`src/sv/shift_queue_positional_insert_assert.svh`:
```
`ifndef SHIFT_QUEUE_POSITIONAL_INSERT_ASSERT_SVH
`define SHIFT_QUEUE_POSITIONAL_INSERT_ASSERT_SVH

// Check that a condition implies a consequence in the same cycle.
`define SQ_ASSERT_SAME(label, clk, rst_n, ante, cons) \
    label: assert property (@(posedge clk) disable iff (!(rst_n)) (ante) |-> (cons)) \
        else $error("assertion failed: same-cycle implication");

// Check that a condition implies a consequence in the next cycle.
`define SQ_ASSERT_NEXT(label, clk, rst_n, ante, cons) \
    label: assert property (@(posedge clk) disable iff (!(rst_n)) (ante) |=> (cons)) \
        else $error("assertion failed: next-cycle implication");

`endif

```
`src/sv/sqpi_pkg.sv`:
```
`default_nettype none

package sqpi_pkg;

    // Width of a cell mark: holds any slot index or count for DEPTH up to 64.
    localparam int MARK_W = 7;

    typedef enum logic [1:0] {
        KIND_APPEND = 2'd0,
        KIND_REMOVE = 2'd1,
        KIND_DUMP   = 2'd2,
        KIND_INSERT = 2'd3
    } t_kind;

    typedef enum logic [2:0] {
        ST_OK      = 3'd0,
        ST_FULL    = 3'd1,
        ST_EMPTY   = 3'd2,
        ST_POSZERO = 3'd3,
        ST_PASTEND = 3'd4
    } t_status;

    typedef enum logic [1:0] {
        OP_HOLD   = 2'd0,
        OP_INSERT = 2'd1,
        OP_REMOVE = 2'd2,
        OP_ROTATE = 2'd3
    } t_op;

    typedef struct packed {
        t_op               op;
        logic [MARK_W-1:0] mark;
    } t_cell_cmd;

    typedef struct packed {
        logic [1:0]  kind;
        logic [63:0] entry_payload;
        logic [4:0]  position;
    } t_in_item;

    typedef struct packed {
        logic [2:0]  status;
        logic [63:0] read_payload;
        logic [3:0]  read_index;
        logic        last;
    } t_out_item;

endpackage

`default_nettype wire

```
`src/sv/shift_queue_positional_insert.sv`:
```
// Each result is loaded into the output register at the edge that accepts its item; a
// dump first enters the dump state, which loads its first entry once the output is free.
// Throughput: append, remove and insert are taken one per cycle, back to back, while the
// output register is free; a dump rotates its entries out of cell 0 one at a time.
// Reset (synchronous, active low) empties the queue and clears the handshake; the
// cells keep their contents, and only slots below the occupancy are ever read.
`default_nettype none

module shift_queue_positional_insert #(
    parameter int DEPTH        = 16,
    parameter int PAYLOAD_BITS = 64
) (
    input  wire                  i_clk,
    input  wire                  i_rst_n,
    input  wire                  i_in_valid,
    output logic                 o_in_ready,
    input  sqpi_pkg::t_in_item   i_in_item,
    output logic                 o_out_valid,
    input  wire                  i_out_ready,
    output sqpi_pkg::t_out_item  o_out_item
);

`include "shift_queue_positional_insert_assert.svh"

    localparam int OCC_W = $clog2(DEPTH + 1);
    localparam int IDX_W = $clog2(DEPTH);
    localparam int MW    = sqpi_pkg::MARK_W;

    typedef enum logic {
        S_RUN,
        S_DUMP
    } t_state;

    t_state                 r_state, n_state;
    logic [OCC_W-1:0]       r_occ, n_occ;
    logic [IDX_W-1:0]       r_cnt, n_cnt;
    logic                   r_out_valid, n_out_valid;
    sqpi_pkg::t_out_item    r_out_item, n_out_item;

    sqpi_pkg::t_cell_cmd    w_cmd;
    logic [PAYLOAD_BITS-1:0] w_data [DEPTH];
    logic [PAYLOAD_BITS-1:0] w_new;

    // widened copies of the count, the dump counter and the head entry
    logic [OCC_W+MW-1:0]        w_occ_wide;
    logic [IDX_W+MW-1:0]        w_cnt_wide;
    logic [IDX_W+3:0]           w_idx_wide;
    logic [PAYLOAD_BITS+63:0]   w_head_wide;
    logic [MW-1:0]              w_occ_m, w_cnt_m, w_pos_m;
    logic                       w_full, w_empty, w_out_free, w_accept, w_dump_last;

    assign w_occ_wide  = {{MW{1'b0}}, r_occ};
    assign w_cnt_wide  = {{MW{1'b0}}, r_cnt};
    assign w_idx_wide  = {4'b0, r_cnt};
    assign w_head_wide = {64'b0, w_data[0]};
    assign w_occ_m     = w_occ_wide[MW-1:0];
    assign w_cnt_m     = w_cnt_wide[MW-1:0];
    assign w_pos_m     = {2'b0, i_in_item.position};
    assign w_new       = i_in_item.entry_payload[PAYLOAD_BITS-1:0];

    assign w_full      = (r_occ == OCC_W'(DEPTH));
    assign w_empty     = (r_occ == '0);
    // the output register is free when empty or being drained this cycle
    assign w_out_free  = !r_out_valid || i_out_ready;
    assign o_in_ready  = (r_state == S_RUN) && w_out_free;
    assign w_accept    = i_in_valid && o_in_ready;
    assign w_dump_last = (w_cnt_m == (w_occ_m - MW'(1)));

    always_comb begin
        n_state     = r_state;
        n_occ       = r_occ;
        n_cnt       = r_cnt;
        n_out_valid = r_out_valid && !i_out_ready;
        n_out_item  = r_out_item;
        w_cmd.op    = sqpi_pkg::OP_HOLD;
        w_cmd.mark  = '0;

        if (r_state == S_DUMP) begin
            if (w_out_free) begin
                // emit the head, then rotate so the next entry reaches cell 0
                n_out_valid             = 1'b1;
                n_out_item.status       = sqpi_pkg::ST_OK;
                n_out_item.read_payload = w_head_wide[63:0];
                n_out_item.read_index   = w_idx_wide[3:0];
                n_out_item.last         = w_dump_last;
                w_cmd.op                = sqpi_pkg::OP_ROTATE;
                w_cmd.mark              = w_occ_m - MW'(1);
                if (w_dump_last) begin
                    n_state = S_RUN;
                    n_cnt   = '0;
                end else begin
                    n_cnt = r_cnt + IDX_W'(1);
                end
            end
        end else if (w_accept) begin
            // single-result default; error cases override the status, and a dump clears the valid
            n_out_item.status       = sqpi_pkg::ST_OK;
            n_out_item.read_payload = '0;
            n_out_item.read_index   = '0;
            n_out_item.last         = 1'b1;
            n_out_valid             = 1'b1;
            case (sqpi_pkg::t_kind'(i_in_item.kind))
                sqpi_pkg::KIND_APPEND: begin
                    if (w_full) begin
                        n_out_item.status = sqpi_pkg::ST_FULL;
                    end else begin
                        // append is an insert at the tail slot
                        w_cmd.op   = sqpi_pkg::OP_INSERT;
                        w_cmd.mark = w_occ_m;
                        n_occ      = r_occ + OCC_W'(1);
                    end
                end
                sqpi_pkg::KIND_REMOVE: begin
                    if (w_empty) begin
                        n_out_item.status = sqpi_pkg::ST_EMPTY;
                    end else begin
                        w_cmd.op = sqpi_pkg::OP_REMOVE;
                        n_occ    = r_occ - OCC_W'(1);
                    end
                end
                sqpi_pkg::KIND_DUMP: begin
                    if (w_empty) begin
                        n_out_item.status = sqpi_pkg::ST_EMPTY;
                    end else begin
                        // no result yet: the entries follow from the dump state
                        n_out_valid = 1'b0;
                        n_state     = S_DUMP;
                        n_cnt       = '0;
                    end
                end
                sqpi_pkg::KIND_INSERT: begin
                    if (w_full) begin
                        n_out_item.status = sqpi_pkg::ST_FULL;
                    end else if (w_pos_m == '0) begin
                        n_out_item.status = sqpi_pkg::ST_POSZERO;
                    end else if (w_pos_m > (w_occ_m + MW'(1))) begin
                        n_out_item.status = sqpi_pkg::ST_PASTEND;
                    end else begin
                        w_cmd.op   = sqpi_pkg::OP_INSERT;
                        w_cmd.mark = w_pos_m - MW'(1);
                        n_occ      = r_occ + OCC_W'(1);
                    end
                end
                default: begin
                    n_out_item.status = sqpi_pkg::ST_OK;
                end
            endcase
        end
    end

    always_ff @(posedge i_clk) begin
        if (!i_rst_n) begin
            r_state     <= S_RUN;
            r_occ       <= '0;
            r_cnt       <= '0;
            r_out_valid <= 1'b0;
        end else begin
            r_state     <= n_state;
            r_occ       <= n_occ;
            r_cnt       <= n_cnt;
            r_out_valid <= n_out_valid;
        end
        r_out_item <= n_out_item;
    end

    assign o_out_valid = r_out_valid;
    assign o_out_item  = r_out_item;

    // Row of storage cells; each sees its two neighbors, the head and the new entry.
    for (genvar g = 0; g < DEPTH; g++) begin : g_cell
        sqpi_cell #(
            .IDX          (g),
            .PAYLOAD_BITS (PAYLOAD_BITS)
        ) u_cell (
            .i_clk   (i_clk),
            .i_cmd   (w_cmd),
            .i_new   (w_new),
            .i_lower (w_data[(g == 0) ? 0 : g - 1]),
            .i_upper (w_data[(g == DEPTH - 1) ? g : g + 1]),
            .i_head  (w_data[0]),
            .o_data  (w_data[g])
        );
    end

    `SQ_ASSERT_SAME(a_occ_bound, i_clk, i_rst_n, 1'b1, r_occ <= OCC_W'(DEPTH))
    `SQ_ASSERT_SAME(a_dump_nonempty, i_clk, i_rst_n, r_state == S_DUMP, !w_empty)
    `SQ_ASSERT_NEXT(a_dump_enter, i_clk, i_rst_n,
        w_accept && (i_in_item.kind == sqpi_pkg::KIND_DUMP) && !w_empty, r_state == S_DUMP)
    `SQ_ASSERT_SAME(a_nonlast_in_dump, i_clk, i_rst_n,
        o_out_valid && !o_out_item.last, r_state == S_DUMP)

endmodule

`default_nettype wire

```
`src/sv/sqpi_cell.sv`:
```
`default_nettype none

module sqpi_cell #(
    parameter int IDX          = 0,
    parameter int PAYLOAD_BITS = 64
) (
    input  wire                        i_clk,
    input  sqpi_pkg::t_cell_cmd        i_cmd,
    input  wire [PAYLOAD_BITS-1:0]     i_new,
    input  wire [PAYLOAD_BITS-1:0]     i_lower,
    input  wire [PAYLOAD_BITS-1:0]     i_upper,
    input  wire [PAYLOAD_BITS-1:0]     i_head,
    output logic [PAYLOAD_BITS-1:0]    o_data
);

    localparam logic [sqpi_pkg::MARK_W-1:0] MY_IDX = sqpi_pkg::MARK_W'(IDX);

    logic [PAYLOAD_BITS-1:0] r_data;
    logic [PAYLOAD_BITS-1:0] n_data;

    always_comb begin
        n_data = r_data;
        case (i_cmd.op)
            sqpi_pkg::OP_INSERT: begin
                // open a gap at the mark: later cells take their lower neighbor
                if (MY_IDX > i_cmd.mark) begin
                    n_data = i_lower;
                end else if (MY_IDX == i_cmd.mark) begin
                    n_data = i_new;
                end
            end
            sqpi_pkg::OP_REMOVE: begin
                n_data = i_upper;
            end
            sqpi_pkg::OP_ROTATE: begin
                // circular shift over the occupied cells; the mark is the tail
                if (MY_IDX < i_cmd.mark) begin
                    n_data = i_upper;
                end else if (MY_IDX == i_cmd.mark) begin
                    n_data = i_head;
                end
            end
            default: begin
                n_data = r_data;
            end
        endcase
    end

    always_ff @(posedge i_clk) begin
        r_data <= n_data;
    end

    assign o_data = r_data;

endmodule

`default_nettype wire
```
`config.mk`:
```
export PLATFORM = sky130hd
export DESIGN_NAME = shift_queue_positional_insert
export DESIGN_NICKNAME = d
export VERILOG_FILES = /design/src/sv/sqpi_pkg.sv /design/src/sv/shift_queue_positional_insert.sv /design/src/sv/sqpi_cell.sv
export VERILOG_INCLUDE_DIRS = /design/src /design/src/sv
export SDC_FILE = /design/constraint.sdc
export NUM_CORES = 2
export LEC_CHECK = 0
export ABC_CLOCK_PERIOD_IN_PS = 13700
export BUFFER_PORTS_ARGS = -buffer_cell sky130_fd_sc_hd__buf_2
export CAP_MARGIN = 40
export CORE_ASPECT_RATIO = 0.8
export CORE_MARGIN = 4
export CORE_UTILIZATION = 29
export CTS_CLUSTER_SIZE = 30
export DETAILED_ROUTE_END_ITERATION = 8
export GPL_ROUTABILITY_DRIVEN = 0
export PLACE_DENSITY = 0.52
export REMOVE_ABC_BUFFERS = 1
export SKIP_CTS_REPAIR_TIMING = 1
export SLEW_MARGIN = 30
export SYNTH_ARGS = -nofsm -noshare
export SYNTH_HDL_FRONTEND = slang
export SYNTH_HIERARCHICAL = 1
export SYNTH_SLANG_ARGS = --single-unit
export TNS_END_PERCENT = 50
```
`constraint.sdc`:
```
create_clock -name i_clk -period 13.7 [get_ports i_clk]
set_input_delay 4.11 -clock i_clk [delete_from_list [all_inputs] [get_ports i_clk]]
set_output_delay 4.11 -clock i_clk [all_outputs]
set_load 0.005 [all_outputs]
```
==> impl_metrics.yaml <==
run_status:
  outcome: "complete, no violations"
clock_tree:
  htreeDepth: 4
  cts_buffers: 139
  clock_latency_ns: 0.83
  clk_pin_slew_worst_paths_ns: 0.06
  cts_root_buf: "clkbuf_16"
  cts.sinks: 1107
  clock_tree.buffer_depth: 4
  cts_tree: "built"
synth:
  ys_ff_latch: 1107
  yosysTopAreaCell: "edfxtp_1"
  synthesis.instances: 6686
  avgSynthCellArea_um2: 10.8
  async_reset_ff_share_pct: 0
  synth_cell_types: 100
  synth-seq-area-share_pct: 46.0
  synth_top_area_share_pct: 45.7
  yosys_warnings: 6
  synth_top_flop_cell: "edfxtp_1"
  synth_area_leaders: "edfxtp_1 46%, mux2i_1 15%, a21oi_1 3.4%, a22oi_1 2.7%, nand2_1 2.4%"
  synth-edff-count: 1096
  synth_area_mm2: 0.0720
placed_design:
  dp_hpwl_um: 156000
  io_buffers: 148
  pre_cts_slack_ns: 4.47
layout:
  nets: 6534
  multi_input_area_mm2: 0.0352
  seqCellArea_mm2: 0.0331
  nFillCells: 24900
  drive_gt1_share_pct: 12.3
  syn_to_final_growth_pct: 10.9
min_path:
  worstHoldPathType: "flop to flop"
detailed_routing:
  drtPass1Iterations: 5
  ant_nets: 0
  wl_per_cell_um: 27.4
  drc: 0
  viasPerCell: 5.99
  vias: 59000
  initialDrtViolationCount: 7195
  routed_wl_um: 269000
power_and_ir_drop:
  pwr_density_cell_mw_per_mm2: 149
  power_mw: 11.9
  ir_worst_vdd_mv: 0.0832
  power.static_leakage_nw: 28.2
worst_setup_path:
  path_class: "primary input to output port"
  crit_path_cell_trace: "buf_2 > nor2b_1 > nor2_1 > buf_2"
  critPathMaxFanout: 6
  crit_slowest_cell: "nor2b_1"
  cpPeakStageDelay_ns: 0.47
  critPathCaptureType: "output port"
  cp_common_cell: "buf_2"
  critPathBufInv: 2
  r2r_slack_ns: 7.52
  arrival_ns: 4.94
  cp_data_required_time_ns: 9.59
  crit_family: "simple AND/OR/NAND/NOR gates"
  crit_path_start_kind: "primary input"
global_routing:
  grt_pass1_wl_um: 394000
  antenna_found_initial: 18
  grt_use_total_pct: 20.0
  gr-total-overflow: 0
  grt_max_degree: 233
  grt_pass1_vias: 56900
sta:
  fin_tns_setup_ns: 0
  min_period_ns: 9.05
  setup_violations: 0
  hold_violations: 0
  tightest_slew_ns: 1.10
  rsz0062_at_grt: "no"
  fmax_mhz: 111
  fin_skew_ns: 0.0691
  slew-limit-headroom_pct: 26.7
  finalCritPeriodShare_pct: 66.0
  maxSlewViolCount: 0
  fin_ws_ns: 4.65
floorplanning:
  dieWidth_um: 565
  dieHeight_um: 454
  die_area_mm2: 0.256
  boundaryPins: 149
  fp.coreArea_mm2: 0.247
  initial_utilization_pct: 29.2
  std_cell_rows: 163
run:
  timing.max_cap.violations: 0
power breakdown:
part,switching (mW),internal (mW)
combinational,2.21,1.25
sequential,0.345,4.52
clock,1.54,2.00
total,4.10,7.77
layer usage:
metal | GRT usage [%] | vias up | part of all wire, %
li1 | - | 25700 | -
met1 | 28.4 | 29800 | 44
met2 | 30.1 | 2954 | 43
met3 | 3.78 | 496 | 8.7
met4 | 7.48 | 4 | 3.7
met5 | 0 | - | 0.010
layout by cell type (no fill, tap or decap), types with 33 or more instances in the layout:
cell / n
clkbuf_16: 141
a21oi_1: 481
mux2i_1: 1047
and3_1: 33
buf_12: 41
buf_4: 112
a32oi_1: 122
nand3_1: 208
nor2_1: 208
nand2b_1: 134
nand2_1: 451
nor4_1: 129
a211oi_1: 216
a311oi_1: 64
o21ai_1: 223
o22ai_1: 33
and4_1: 64
edfxtp_1: 1096
nor2b_1: 193
a31oi_1: 131
o21ai_0: 109
nor4b_2: 52
a2111oi_2: 64
nor3_1: 131
nand4b_1: 65
buf_2: 148
a22oi_1: 257
clkbuf_1: 46
nand4_1: 70
and2_1: 69
tightest hold or removal path, stage by stage (launching register included):
cell	delay (ns)
edfxtp_1	0.37
a21oi_1	0.07
o21ai_1	0.06
registers in the layout (all words and copies together) (netlist names):
register              count
g_cell.u_cell/o_data   1024
o_out_item               72
r_occ                     5
r_cnt                     4
o_out_valid               1
r_state                   1
kinds of logic (layout without fill, tap and decap cells):
kind of cell | Yosys count | after routing | share of synthesized area, %
simple gates | 1891 | 1891 | 15.0
other cells | 0 | 7 | 0
compound gates | 1809 | 1809 | 17.0
mux | 1113 | 1113 | 15.6
flops | 1107 | 1107 | 46.0
fa+ha+maj | 18 | 18 | 0.323
buf+inv | 735 | 578 | 5.92
xor+xnor | 13 | 13 | 0.158
synthesized netlist by cell type, types with 6 or more instances:
| cell type | n |
|---|---|
| buf_4 | 62 |
| o21ai_0 | 113 |
| edfxtp_1 | 1096 |
| and4_1 | 65 |
| buf_12 | 18 |
| buf_2 | 149 |
| inv_1 | 13 |
| a311oi_1 | 64 |
| a22oi_1 | 257 |
| nand2_1 | 456 |
| buf_6 | 101 |
| and2_1 | 72 |
| a211oi_2 | 10 |
| o21ai_1 | 226 |
| a21oi_1 | 484 |
| nor2_1 | 209 |
| a21o_1 | 6 |
| a32oi_1 | 122 |
| a31o_2 | 33 |
| mux2_1 | 33 |
| xnor2_1 | 9 |
| nor4b_1 | 18 |
| a2111oi_2 | 65 |
| nor4_1 | 129 |
| clkbuf_1 | 364 |
| nor3_1 | 131 |
| nand4b_1 | 65 |
| nand3_1 | 216 |
| nor3_2 | 8 |
| nor4b_2 | 51 |
| and3_1 | 36 |
| buf_1 | 23 |
| o22ai_1 | 33 |
| ha_1 | 17 |
| a211oi_1 | 216 |
| a31oi_1 | 134 |
| mux2_2 | 33 |
| nand4_1 | 70 |
| nor2b_1 | 194 |
| mux2i_1 | 1047 |
| dfxtp_1 | 11 |
| nand2b_1 | 134 |
path summary, 6_finish.rpt:
path,endpoint,depth (start not counted),startpoint
setup reg to reg,g_cell[14].u_cell/o_data[49],17,r_occ[0]
setup / recovery,o_in_ready,4,i_out_ready
hold / removal,g_cell[0].u_cell/o_data[34],2,g_cell[1].u_cell/o_data[34]
hold reg to reg,g_cell[0].u_cell/o_data[34],2,g_cell[1].u_cell/o_data[34]
stage by stage:
| step | hold slack, ns | util, % | cell area [µm²] | std cells |
|---|---|---|---|---|
| after CTS | 0.534 | 32.3 | 79600 | 9820 |
| final | 0.550 | 32.4 | 79800 | 9836 |
| after global placement | 0.533 | 30.2 | 74400 | 9544 |
| after global routing | 0.591 | 32.3 | 79800 | 9830 |
| after floorplan | 0.496 | - | 67800 | 5965 |
| after detailed placement | 0.542 | 30.6 | 75500 | 9591 |
final cells by class:
class,count,share of cell area (%)
Multi-Input combinational cell,4844,44.1
Antenna cell,7,0.0219
Clock buffer,187,4.64
Clock inverter,42,0.509
Sequential cell,1107,41.5
Tap cell,3300,5.17
Timing Repair Buffer,335,3.94
Inverter,14,0.0752
No activity file was read; power rests on OpenSTA's default activity.
